`config.mk`:
```
export PLATFORM = sky130hd
export DESIGN_NAME = sorted_insert_stack_top
export DESIGN_NICKNAME = d
export VERILOG_FILES = /design/src/rtl/sis_pkg.sv /design/src/rtl/sis_cell.sv /design/src/rtl/sorted_insert_stack_top.sv
export SDC_FILE = /design/constraint.sdc
export NUM_CORES = 2
export LEC_CHECK = 0
export ABC_AREA = 1
export BUFFER_PORTS_ARGS = -buffer_cell sky130_fd_sc_hd__buf_2
export CAP_MARGIN = 20
export CORE_MARGIN = 1.5
export CORE_UTILIZATION = 45
export CTS_CLUSTER_DIAMETER = 50
export DETAILED_ROUTE_END_ITERATION = 6
export PLACE_DENSITY = 0.74
export SYNTH_ARGS = -nofsm -noshare
export SYNTH_HDL_FRONTEND = slang
export SYNTH_HIERARCHICAL = 1
export SYNTH_SLANG_ARGS = --single-unit
```
`constraint.sdc`:
```
create_clock -name clk_i -period 13.69 [get_ports clk_i]
set_input_delay 2.0535 -clock clk_i [delete_from_list [all_inputs] [get_ports clk_i]]
set_output_delay 2.0535 -clock clk_i [all_outputs]
set_load 0.02 [all_outputs]
```
`src/rtl/sis_pkg.sv`:
```
// Shared types and constants for the sorted insert stack.
// Used by sis_cell and sorted_insert_stack_top; no dependencies.
`default_nettype none

package sis_pkg;

  localparam int DEPTH        = 16;
  localparam int PAYLOAD_BITS = 32;
  localparam int KEY_W        = 32;
  localparam int PAY_PORT_W   = 32;
  localparam int CNT_W        = $clog2(DEPTH + 1);
  localparam int IDX_W        = (DEPTH > 1) ? $clog2(DEPTH) : 1;

  // command codes
  localparam logic [1:0] CMD_PUSH     = 2'd0;
  localparam logic [1:0] CMD_ORD_PUSH = 2'd1;
  localparam logic [1:0] CMD_POP      = 2'd2;

  // status codes
  localparam logic [1:0] ST_DONE  = 2'd0;
  localparam logic [1:0] ST_FULL  = 2'd1;
  localparam logic [1:0] ST_EMPTY = 2'd2;

  // broadcast from the top level to every cell
  typedef struct packed {
    logic                      wr_en;    // accepted push with room left
    logic                      plain;    // plain push: insert at the top
    logic [CNT_W-1:0]          count;    // entries held before the transfer
    logic [IDX_W-1:0]          top_idx;  // index of the current top entry
    logic signed [KEY_W-1:0]   key;
    logic [PAYLOAD_BITS-1:0]   payload;
  } cell_ctl_t;

endpackage

`default_nettype wire

```
`src/rtl/sis_cell.sv`:
```
// One slot of the stack: holds a key and payload, compares against the new key,
// and shifts up from its lower neighbor on insert. Depends on sis_pkg.
`default_nettype none

module sis_cell (
  input  wire logic                                clk_i,
  input  wire logic [sis_pkg::IDX_W-1:0]           idx_i,
  input  wire sis_pkg::cell_ctl_t                  ctl_i,
  input  wire logic                                s_above_i,  // a smaller key sits above
  input  wire logic                                s_below_i,  // smaller key at or above lower cell
  input  wire logic signed [sis_pkg::KEY_W-1:0]    key_below_i,
  input  wire logic [sis_pkg::PAYLOAD_BITS-1:0]    pay_below_i,
  input  wire logic signed [sis_pkg::KEY_W-1:0]    top_key_i,
  input  wire logic [sis_pkg::PAYLOAD_BITS-1:0]    top_pay_i,
  output      logic                                s_o,
  output      logic signed [sis_pkg::KEY_W-1:0]    key_o,
  output      logic [sis_pkg::PAYLOAD_BITS-1:0]    pay_o,
  output      logic signed [sis_pkg::KEY_W-1:0]    top_key_o,
  output      logic [sis_pkg::PAYLOAD_BITS-1:0]    top_pay_o
);

  logic signed [sis_pkg::KEY_W-1:0]  key_q, key_d;
  logic [sis_pkg::PAYLOAD_BITS-1:0]  pay_q, pay_d;
  logic                              valid;
  logic                              lt;
  logic                              ins_here;
  logic                              is_top;

  assign valid = {1'b0, idx_i} < ctl_i.count;
  // plain push counts every held entry as smaller, so the slot lands on top
  assign lt    = valid && (ctl_i.plain || (key_q < ctl_i.key));
  assign s_o   = s_above_i | lt;

  // insertion slot is just above the topmost smaller entry
  assign ins_here = !s_o && s_below_i;

  always_comb begin
    key_d = key_q;
    pay_d = pay_q;
    if (ctl_i.wr_en && !s_o) begin
      if (ins_here) begin
        key_d = ctl_i.key;
        pay_d = ctl_i.payload;
      end else begin
        key_d = key_below_i;
        pay_d = pay_below_i;
      end
    end
  end

  always_ff @(posedge clk_i) begin
    key_q <= key_d;
    pay_q <= pay_d;
  end

  assign key_o = key_q;
  assign pay_o = pay_q;

  // OR the top entry into the read-out chain
  assign is_top    = (idx_i == ctl_i.top_idx);
  assign top_key_o = top_key_i | (is_top ? key_q : '0);
  assign top_pay_o = top_pay_i | (is_top ? pay_q : '0);

endmodule

`default_nettype wire

```
`src/rtl/sorted_insert_stack_top.sv`:
```
// Top level of the sorted insert stack: command decode, entry count, cell chain
// and output register. Depends on sis_pkg and sis_cell.
//
//  channel   dir  payload (tdata, low bit first)
//  s_axis    in   command[1:0], item_key[33:2], item_payload[65:34], zero pad to 72
//  m_axis    out  popped_key[31:0], popped_payload[63:32], status[65:64],
//                 entry_count[70:66], is_empty[71]
//
// One command per cycle; the result is registered and appears the cycle after the
// transfer. All cells compare in parallel and a top-down prefix chain picks the
// insertion slot in that same cycle. Reset clears the count and the output valid;
// cell contents are not reset. A stalled result holds the input off only while
// the output register is full and not being taken.
`default_nettype none

module sorted_insert_stack_top (
  input  wire logic        clk_i,
  input  wire logic        rst_ni,
  input  wire logic        s_axis_tvalid,
  output      logic        s_axis_tready,
  input  wire logic [71:0] s_axis_tdata,   // command, item_key, item_payload
  output      logic        m_axis_tvalid,
  input  wire logic        m_axis_tready,
  output      logic [71:0] m_axis_tdata    // popped_key, popped_payload, status,
                                           // entry_count, is_empty
);

  localparam int D  = sis_pkg::DEPTH;
  localparam int CW = sis_pkg::CNT_W;
  localparam int KW = sis_pkg::KEY_W;
  localparam int PB = sis_pkg::PAYLOAD_BITS;
  localparam int PW = sis_pkg::PAY_PORT_W;

  logic                 in_xfer;
  logic [1:0]           cmd;
  logic signed [KW-1:0] in_key;
  logic [PB-1:0]        in_pay;
  logic                 full;
  logic                 empty_now;
  logic                 is_push;
  logic                 is_pop;
  logic                 do_push;
  logic                 do_pop;
  sis_pkg::cell_ctl_t   ctl;

  logic [CW-1:0]        count_q, count_d;
  logic                 out_valid_q;
  logic [71:0]          out_data_q, out_data_d;
  logic [1:0]           status;

  logic                 s_chain [D+1];
  logic signed [KW-1:0] key_chain [D+1];
  logic [PB-1:0]        pay_chain [D+1];
  logic signed [KW-1:0] topk_chain [D+1];
  logic [PB-1:0]        topp_chain [D+1];

  assign in_xfer       = s_axis_tvalid && s_axis_tready;
  assign s_axis_tready = !out_valid_q || m_axis_tready;

  assign cmd    = s_axis_tdata[1:0];
  assign in_key = s_axis_tdata[33:2];
  assign in_pay = PB'(s_axis_tdata[65:34]);

  assign full      = (count_q == CW'(D));
  assign empty_now = (count_q == '0);
  assign is_push   = (cmd == sis_pkg::CMD_PUSH) || (cmd == sis_pkg::CMD_ORD_PUSH);
  assign is_pop    = (cmd == sis_pkg::CMD_POP);
  assign do_push   = in_xfer && is_push && !full;
  assign do_pop    = in_xfer && is_pop && !empty_now;

  always_comb begin
    ctl         = '0;
    ctl.wr_en   = do_push;
    ctl.plain   = (cmd == sis_pkg::CMD_PUSH);
    ctl.count   = count_q;
    ctl.top_idx = sis_pkg::IDX_W'(count_q - CW'(1));
    ctl.key     = in_key;
    ctl.payload = in_pay;
  end

  // chain ends: nothing above the top cell; the slot below cell 0 is always smaller
  assign s_chain[D]    = 1'b0;
  assign key_chain[0]  = in_key;
  assign pay_chain[0]  = in_pay;
  assign topk_chain[0] = '0;
  assign topp_chain[0] = '0;

  logic s_lo [D+1];
  assign s_lo[0] = 1'b1;

  for (genvar i = 0; i < D; i++) begin : g_cell
    logic s_out;
    if (i > 0) begin : g_lo
      assign s_lo[i] = s_chain[i-1];
    end
    sis_cell u_cell (
      .clk_i       (clk_i),
      .idx_i       (sis_pkg::IDX_W'(i)),
      .ctl_i       (ctl),
      .s_above_i   (s_chain[i+1]),
      .s_below_i   (s_lo[i]),
      .key_below_i (key_chain[i]),
      .pay_below_i (pay_chain[i]),
      .top_key_i   (topk_chain[i]),
      .top_pay_i   (topp_chain[i]),
      .s_o         (s_out),
      .key_o       (key_chain[i+1]),
      .pay_o       (pay_chain[i+1]),
      .top_key_o   (topk_chain[i+1]),
      .top_pay_o   (topp_chain[i+1])
    );
    assign s_chain[i] = s_out;
  end
  assign s_lo[D] = s_chain[D-1];

  always_comb begin
    count_d = count_q;
    if (do_push) begin
      count_d = count_q + CW'(1);
    end else if (do_pop) begin
      count_d = count_q - CW'(1);
    end
  end

  always_comb begin
    status = sis_pkg::ST_DONE;
    if (is_push && full) begin
      status = sis_pkg::ST_FULL;
    end else if (is_pop && empty_now) begin
      status = sis_pkg::ST_EMPTY;
    end
  end

  always_comb begin
    out_data_d        = '0;
    if (do_pop) begin
      out_data_d[31:0]  = topk_chain[D];
      out_data_d[63:32] = PW'(topp_chain[D]);
    end
    out_data_d[65:64] = status;
    out_data_d[70:66] = 5'(count_d);
    out_data_d[71]    = (count_d == '0);
  end

  always_ff @(posedge clk_i or negedge rst_ni) begin
    if (!rst_ni) begin
      count_q     <= '0;
      out_valid_q <= 1'b0;
    end else begin
      count_q <= count_d;
      if (in_xfer) begin
        out_valid_q <= 1'b1;
      end else if (m_axis_tready) begin
        out_valid_q <= 1'b0;
      end
    end
  end

  always_ff @(posedge clk_i) begin
    if (in_xfer) begin
      out_data_q <= out_data_d;
    end
  end

  assign m_axis_tvalid = out_valid_q;
  assign m_axis_tdata  = out_data_q;

  a_count_bound: assert property (@(posedge clk_i) disable iff (!rst_ni)
    count_q <= CW'(D))
    else $error("entry count above depth");

  a_full_status: assert property (@(posedge clk_i) disable iff (!rst_ni)
    (out_valid_q && m_axis_tdata[65:64] == sis_pkg::ST_FULL)
      |-> (m_axis_tdata[70:66] == 5'(D)))
    else $error("full status with room left");

  a_empty_flag: assert property (@(posedge clk_i) disable iff (!rst_ni)
    out_valid_q |-> (m_axis_tdata[71] == (m_axis_tdata[70:66] == 5'd0)))
    else $error("empty flag disagrees with count");

  a_pop_count: assert property (@(posedge clk_i) disable iff (!rst_ni)
    do_pop |=> (count_q == $past(count_q) - CW'(1)))
    else $error("pop did not decrement count");

  a_push_count: assert property (@(posedge clk_i) disable iff (!rst_ni)
    do_push |=> (count_q == $past(count_q) + CW'(1)))
    else $error("push did not increment count");

endmodule

`default_nettype wire

```
Yosys cells after proc, flatten, opt, wreduce, memory -nomap -nowiden
Cells that the tools add are included.

storage, ports and cells
  output and inout port bits = 74
  bits in registers = 1,102
  input port bits = 76

cells by class
  reductions and logical operators = 96
  bitwise logic cells = 45
  equality and inequality tests = 18
  multiplexer cells = 67
  add/subtract/negate cells = 2
  magnitude comparators = 32

operators with widths
  cell                                                 number
  2-to-1 mux 32 bit                                    62
  OR 32 bit                                            30
  < comparator 32 bit                                  16
  logical AND 1 bit                                    54
  < comparator 4 x 5 -> 1 bit, first input constant    8
  equality test 4 bit, first input constant            8
  < comparator 3 x 5 -> 1 bit, first input constant    4
  zero test 1 bit                                      19
  logical OR 1 bit                                     18
  equality test 3 x 4 -> 1 bit, first input constant   4
  OR 1 bit                                             15
  zero test 5 bit                                      2
  < comparator 1 x 5 -> 1 bit, first input constant    2
  < comparator 2 x 5 -> 1 bit, first input constant    2
  2-to-1 mux 5 bit                                     2
  equality test 2 x 4 -> 1 bit, first input constant   2
  adder 5 x 1 -> 5 bit, second input constant          1
  equality test 5 bit, second input constant           1
  subtractor 5 x 1 -> 5 bit, second input constant     1
  equality test 1 x 4 -> 1 bit, first input constant   1
  zero test 4 bit                                      1
  equality test 2 x 1 -> 1 bit, second input constant  1
  equality test 2 bit, second input constant           1
  zero test 2 bit                                      1
  other kinds (3)                                      4

Logic depth before layout (Yosys ltp)
  depth in word-level cells = 20
  gate-level depth with buffers = 66

By module
The synthesis kept the hierarchy.

modules (own cells, without submodules)
  module                           area an instance (sq um)  cells each  times used  sequential area each (sq um)
  sis_cell (g_cell[0].u_cell ...)  4,729.5                   576         10          1,921.8
  sis_cell (g_cell[4].u_cell ...)  4,838.4                   576         6           1,921.8
  sorted_insert_stack_top          3,786.1                   294         1           2,312.2

Worst setup path after synthesis
OpenSTA, ideal clock, no wires.

  path type = input to register
  start point = in s_axis_tdata[23]
  end point = reg g_cell[0].u_cell.key_q, in the netlist g_cell[0].u_cell/key_o[0] (enable)
  required time = 13.203 ns
  setup slack = -1.585 ns
  data arrival time = 14.789 ns
  buffers on the path = 16
  cell stages on the path = 59
  cells stage by stage = inv_1 > ha_1 > a21oi_1 > nor2_1 > nor2_1 > nand3_1 > a21oi_1 > nand2_1 > nand2_1 > nand3_1 > nand2_2 > buf_6 > nand2_1 > inv_1 > clkbuf_1 > nand2_1 > inv_1 > clkbuf_1 > [... 23 more ...] > clkbuf_1 > nand2_1 > inv_1 > clkbuf_1 > nand2_1 > inv_1 > clkbuf_1 > nand2_1 > inv_1 > clkbuf_1 > nand2_1 > inv_1 > clkbuf_1 > nand2_1 > inv_1 > clkbuf_1 > nand2_1 > nor2_1

between the ends
  longest elaborated chain between the ends = 20

RTL lines
  element               RTL line                       source
  start, declared       sorted_insert_stack_top.sv:21  input wire logic [71:0] s_axis_tdata,
  < comparator 32 bit   sis_cell.sv:31                 assign lt = valid && (ctl_i.plain || (key_q < ctl_i.key));
  logical OR 1 bit      sis_cell.sv:31
  logical AND 1 bit     sis_cell.sv:31
  via g_cell[15].s_out  sorted_insert_stack_top.sv:92  logic s_out;
  OR 1 bit              sis_cell.sv:32                 assign s_o = s_above_i | lt;
  via g_cell[14].s_out  sorted_insert_stack_top.sv:92
  OR 1 bit              sis_cell.sv:32
  via g_cell[13].s_out  sorted_insert_stack_top.sv:92
  [... 1 more ...]      --
  via g_cell[12].s_out  sorted_insert_stack_top.sv:92
  [... 1 more ...]      --
  via g_cell[11].s_out  sorted_insert_stack_top.sv:92
  [... 1 more ...]      --
  via g_cell[10].s_out  sorted_insert_stack_top.sv:92
  [... 1 more ...]      --
  via g_cell[9].s_out   sorted_insert_stack_top.sv:92
  [... 1 more ...]      --
  via g_cell[8].s_out   sorted_insert_stack_top.sv:92
  [... 1 more ...]      --
  via g_cell[7].s_out   sorted_insert_stack_top.sv:92
  [... 1 more ...]      --
  via g_cell[6].s_out   sorted_insert_stack_top.sv:92
  [... 1 more ...]      --
  via g_cell[5].s_out   sorted_insert_stack_top.sv:92
  [... 1 more ...]      --
  via g_cell[4].s_out   sorted_insert_stack_top.sv:92
  [... 1 more ...]      --
  via g_cell[3].s_out   sorted_insert_stack_top.sv:92
  OR 1 bit              sis_cell.sv:32
  via g_cell[2].s_out   sorted_insert_stack_top.sv:92
  OR 1 bit              sis_cell.sv:32
  via g_cell[1].s_out   sorted_insert_stack_top.sv:92
  OR 1 bit              sis_cell.sv:32
  via g_cell[0].s_out   sorted_insert_stack_top.sv:92
  zero test 1 bit       --
  logical AND 1 bit     sis_cell.sv:40                 if (ctl_i.wr_en && !s_o) begin
  end signal, assigned  sis_cell.sv:52                 key_q <= key_d;
  end, declared         sis_cell.sv:22                 logic signed [sis_pkg::KEY_W-1:0] key_q, key_d;

The timed path passes the listed nets, and every way through them passes these cells.
A chain may end at the register's enable or synchronous reset.

Worst setup path in the final report
  start point = in s_axis_tdata[7]
  end point = reg g_cell[0].u_cell.pay_q, in the netlist g_cell[0].u_cell/pay_o[23] (enable)

between the ends
  longest elaborated chain between the ends = 20

RTL lines
  element                RTL line                       source
  < comparator 32 bit    sis_cell.sv:31
  logical OR 1 bit       sis_cell.sv:31
  logical AND 1 bit      sis_cell.sv:31
  OR 1 bit (4 in a row)  sis_cell.sv:32
  OR 1 bit (*)           sis_cell.sv:32
  via g_cell[10].s_out   sorted_insert_stack_top.sv:92
  OR 1 bit (*)           sis_cell.sv:32
  via g_cell[9].s_out    sorted_insert_stack_top.sv:92
  [... 1 more ...]       --
  via g_cell[8].s_out    sorted_insert_stack_top.sv:92
  [... 1 more ...]       --
  via g_cell[7].s_out    sorted_insert_stack_top.sv:92
  [... 1 more ...]       --
  via g_cell[6].s_out    sorted_insert_stack_top.sv:92
  [... 1 more ...]       --
  via g_cell[5].s_out    sorted_insert_stack_top.sv:92
  [... 1 more ...]       --
  via g_cell[4].s_out    sorted_insert_stack_top.sv:92
  [... 1 more ...]       --
  via g_cell[3].s_out    sorted_insert_stack_top.sv:92
  OR 1 bit (*)           sis_cell.sv:32
  via g_cell[2].s_out    sorted_insert_stack_top.sv:92
  OR 1 bit (*)           sis_cell.sv:32
  via g_cell[1].s_out    sorted_insert_stack_top.sv:92
  OR 1 bit (*)           sis_cell.sv:32
  via g_cell[0].s_out    sorted_insert_stack_top.sv:92
  zero test 1 bit (*)    --
  logical AND 1 bit (*)  sis_cell.sv:40
  end signal, assigned   sis_cell.sv:53                 pay_q <= pay_d;
  end, declared          sis_cell.sv:23                 logic [sis_pkg::PAYLOAD_BITS-1:0] pay_q, pay_d;

The timed path passes the listed nets; every way through them passes the cells marked *.

==> impl_results.md <==
* Pwr/cell area at 137.0 nW/um2
* Crit. End Element: register
* Unrepaired setup endpoints after global routing: false
* Reg2Reg Depth at 44
* Clock skew at 0.04425 ns
* Die Wd at 424.9 um
* Post-DRT Antenna Nets at 0
* Worst-margin pin slew at 0.9475 ns
* Die height at 424.9 um
* Worst Hold Endpoint: g_cell[2].u_cell/pay_o[21]$_DFFE_PP_
* Max_slew headroom at 36.83%
* Hold_sp: g_cell[1].u_cell/pay_o[21]$_DFFE_PP_
* CP Class: primary input to register
* Total CTS buffers at 142
* CP max FO at 67
* First-pass GRT wire length at 302,500 um
* Count of input and output buffers at 143
* Final period utilization at 71.32%
* Initial Util at 45.39%
* Number of core rows at 154
* CP dominant cell by count: nand2_2
* Max VDD drop at 0.1190 mV
* # fillers at 15,920
* Pwr Total at 11.88 mW
* Synth top area share at 41.08%
* Wire length on met3 at 12,540 um
* Uppermost layer routed: met5
* Endpoint required time on the critical path at 14.11 ns
* Via Count at 63,080
* R2r startpoint: count_q[1]$_DFF_PN0_
* Register clock-pin slew on the reported worst setup and hold paths at 0.06 ns
* Top-count cell post-synth: nand2_1
* # nets final at 10,200
* Commonest cells post-synth: 2,461 x nand2_1, 1,797 x inv_1, 1,096 x edfxtp_1
* Top_reg_cell synth: edfxtp_1
* Largest net degree at the start of global routing at 68
* Final WL at 185,500 um
* Cell variety after synth at 33
* GR Util All Layers at 20.16%
* Drt drc at 0
* Final setup fails at 0
* Wire length on met2 at 83,590 um
* Reg2reg setup slack at 5.30 ns
* DP HPWL at 143,100 um
* Syn Inst Count at 9,510
* Final Hold Viols at 0
* Critical Path Start Type: primary input
* Vias in the first global route at 59,390
* Hold Crit Depth at 2
* Crit path largest cell delay at 0.75 ns
* Post-synth ARST share at 0.5445%
* I/O Pins at 150
* Syn avg cell area at 8.424 um2
* Max H-tree Level at 4
* Post-synth EDFFs at 1,096
* Vias per std cell at 5.242
* CP delay by family, top: buffers and inverters
* Area contributors post-synth: edfxtp_1 41%, nand2_1 12%, o21bai_1 9.7%
* Clock root buffer: clkbuf_16
* RR Endpoint: g_cell[0].u_cell/pay_o[23]$_DFFE_PP_
* Setup Buffers After CTS at 0
* Yosys top cell by area: edfxtp_1
* Initial DRC Count at 4,957
* Max-Cap Viols at 0
* Max frequency at 0.1024 GHz
* Ys Warns at 6
* Status: complete, no violations
* Routed WL per cell at 15.41 um
* Arrival time at the worst endpoint at 10.18 ns
* Max Slew Vio Count at 0
* Post-CTS sizing at 0
* DIE AREA at 180,600 um2
* #FFs+latches synth at 1,102
* Worst min-delay path category: register to register
* Pleak at 41.51 nW
* Total negative setup slack at 0 ns
* GP Congestion at 0.8576
* Aggregate global routing overflow at 0
* 1st-pass router iterations at 6
* Clk_lat worst skew at 0.80 ns
* TritonCTS clock tree: done
* Seq/Total Area, Yosys at 41.27%
* Bufs and invs on worst path at 19
* Layout cell share with drive strength beyond 1 at 8.244%
* Area delta synth->final at 8.182%
* Fin crit period at 9.764 ns
* CP max stage cell: nor2_4
* Clk sink count at 1,102
* Bufs on Longest Clock Path at 3
* Wl on met1 at 86,010 um
* Core area at 176,500 um2
* Netlist Area Pre-Place at 80,110 um2
* Number of hold buffers added after CTS at 0
* Initial antenna violation count at 22
[area by class of cell]
cell class / count / area [um2] / share of cell area (%)
multi-input combinational: 6229 / 37410 / 43.16
clock buffer: 172 / 3719 / 4.291
sequential: 1102 / 33060 / 38.15
antenna: 2 / 5.005 / 0.005775
inverter: 1836 / 6892 / 7.952
clock inverter: 88 / 996.0 / 1.149
tap: 2340 / 2928 / 3.378
timing repair buffer: 265 / 1657 / 1.911
[report_power, final]
part	internal (mW)	leakage [nW]	switching, mW	total (mW)
sequential	3.82	10.0	0.0459	3.86
combinational	1.61	29.2	2.70	4.30
clock	2.21	2.28	1.50	3.71
[cell families after synthesis]
group,after synthesis,synth area share (%)
AND/OR/NAND/NOR,4018,24.09
buffers and inverters,2372,13.16
AO/OA/AOI/OAI,1404,12.23
flip-flops,1102,41.27
adder cells (fa/ha/maj),546,8.528
XOR/XNOR,66,0.7216
other,2,0.009374
[worst reg2reg max path, delay by kind of cell (launching register included)]
kind            cells  cell delay (ns)
fa+ha+maj           1             0.30
buf+inv            21             4.03
compound gates      4             0.52
simple gates       18             2.32
flops               1             0.88
[worst max-delay path by stage]
| stage | start | end | slack, ns | depth (start not counted) |
|---|---|---|---|---|
| 2_1_floorplan | s_axis_tdata[23] | g_cell[1].u_cell/key_o[0]$_DFFE_PP_ | 0.04 | 56 |
| 3_3_place_gp | s_axis_tdata[7] | g_cell[0].u_cell/pay_o[6]$_DFFE_PP_ | 2.01 | 50 |
| 3_5_place_dp | s_axis_tdata[7] | g_cell[0].u_cell/pay_o[6]$_DFFE_PP_ | 2.58 | 43 |
| 4_1_cts | s_axis_tdata[5] | g_cell[0].u_cell/pay_o[23]$_DFFE_PP_ | 3.39 | 50 |
| 5_1_grt | s_axis_tdata[7] | g_cell[0].u_cell/pay_o[23]$_DFFE_PP_ | 3.31 | 43 |
| 6_report | s_axis_tdata[7] | g_cell[0].u_cell/pay_o[23]$_DFFE_PP_ | 3.93 | 43 |
[sequential cells by signal, indices dropped and copies added, names as in the netlist]
name	flops
count_q	5
g_cell.u_cell/key_o	512
g_cell.u_cell/pay_o	512
m_axis_tdata	72
m_axis_tvalid	1
[cells in the final DEF (no fill, tap or decap), types with 3 or more instances in the layout]
cell and count:
bufinv_16 13, clkinv_16 4, inv_2 53, a21oi_1 228
nand3_4 16, nor2_4 78, inv_16 4, clkbuf_1 27
nand4_1 1057, o21ai_1 29, nand3_1 79, xnor2_1 64
buf_2 143, ha_1 546, nand2_2 93, nor3_2 10
edfxtp_1 1096, conb_1 195, o21a_1 48, clkinvlp_4 8
a31oi_1 6, buf_4 120, nand2_1 2446, clkinv_1 23
nor3_1 11, dfrtp_1 6, inv_1 1781, o21bai_1 1040
clkbuf_16 144, nor2_1 157, inv_6 8, clkinv_2 23
nand3_2 7, nand2_4 60, clkinv_4 3, o21ai_0 37
a21boi_1 16
[metal layers]
| layer | vias to the layer above | GRT usage [%] |
|---|---|---|
| met5 | - | 0 |
| met4 | 30 | 5.077 |
| met3 | 265 | 3.155 |
| met2 | 2079 | 32.62 |
| met1 | 29070 | 28.13 |
| li1 | 31640 | - |
[through the flow]
step / instances / hold WS [ns] / util (%) / setup slack, ns / instance area [um2]
after floorplan: 9703 / 0.5127 / - / 0.03532 / 80850
after global placement: 11770 / 0.5194 / 46.41 / 2.010 / 81910
after CTS: 12030 / 0.5212 / 49.09 / 3.393 / 86640
final: 12030 / 0.5218 / 49.10 / 3.927 / 86670
after detailed placement: 11770 / 0.5234 / 46.42 / 2.584 / 81930
after global routing: 12030 / 0.5489 / 49.10 / 3.308 / 86660
(Power assumes the default switching activity.)
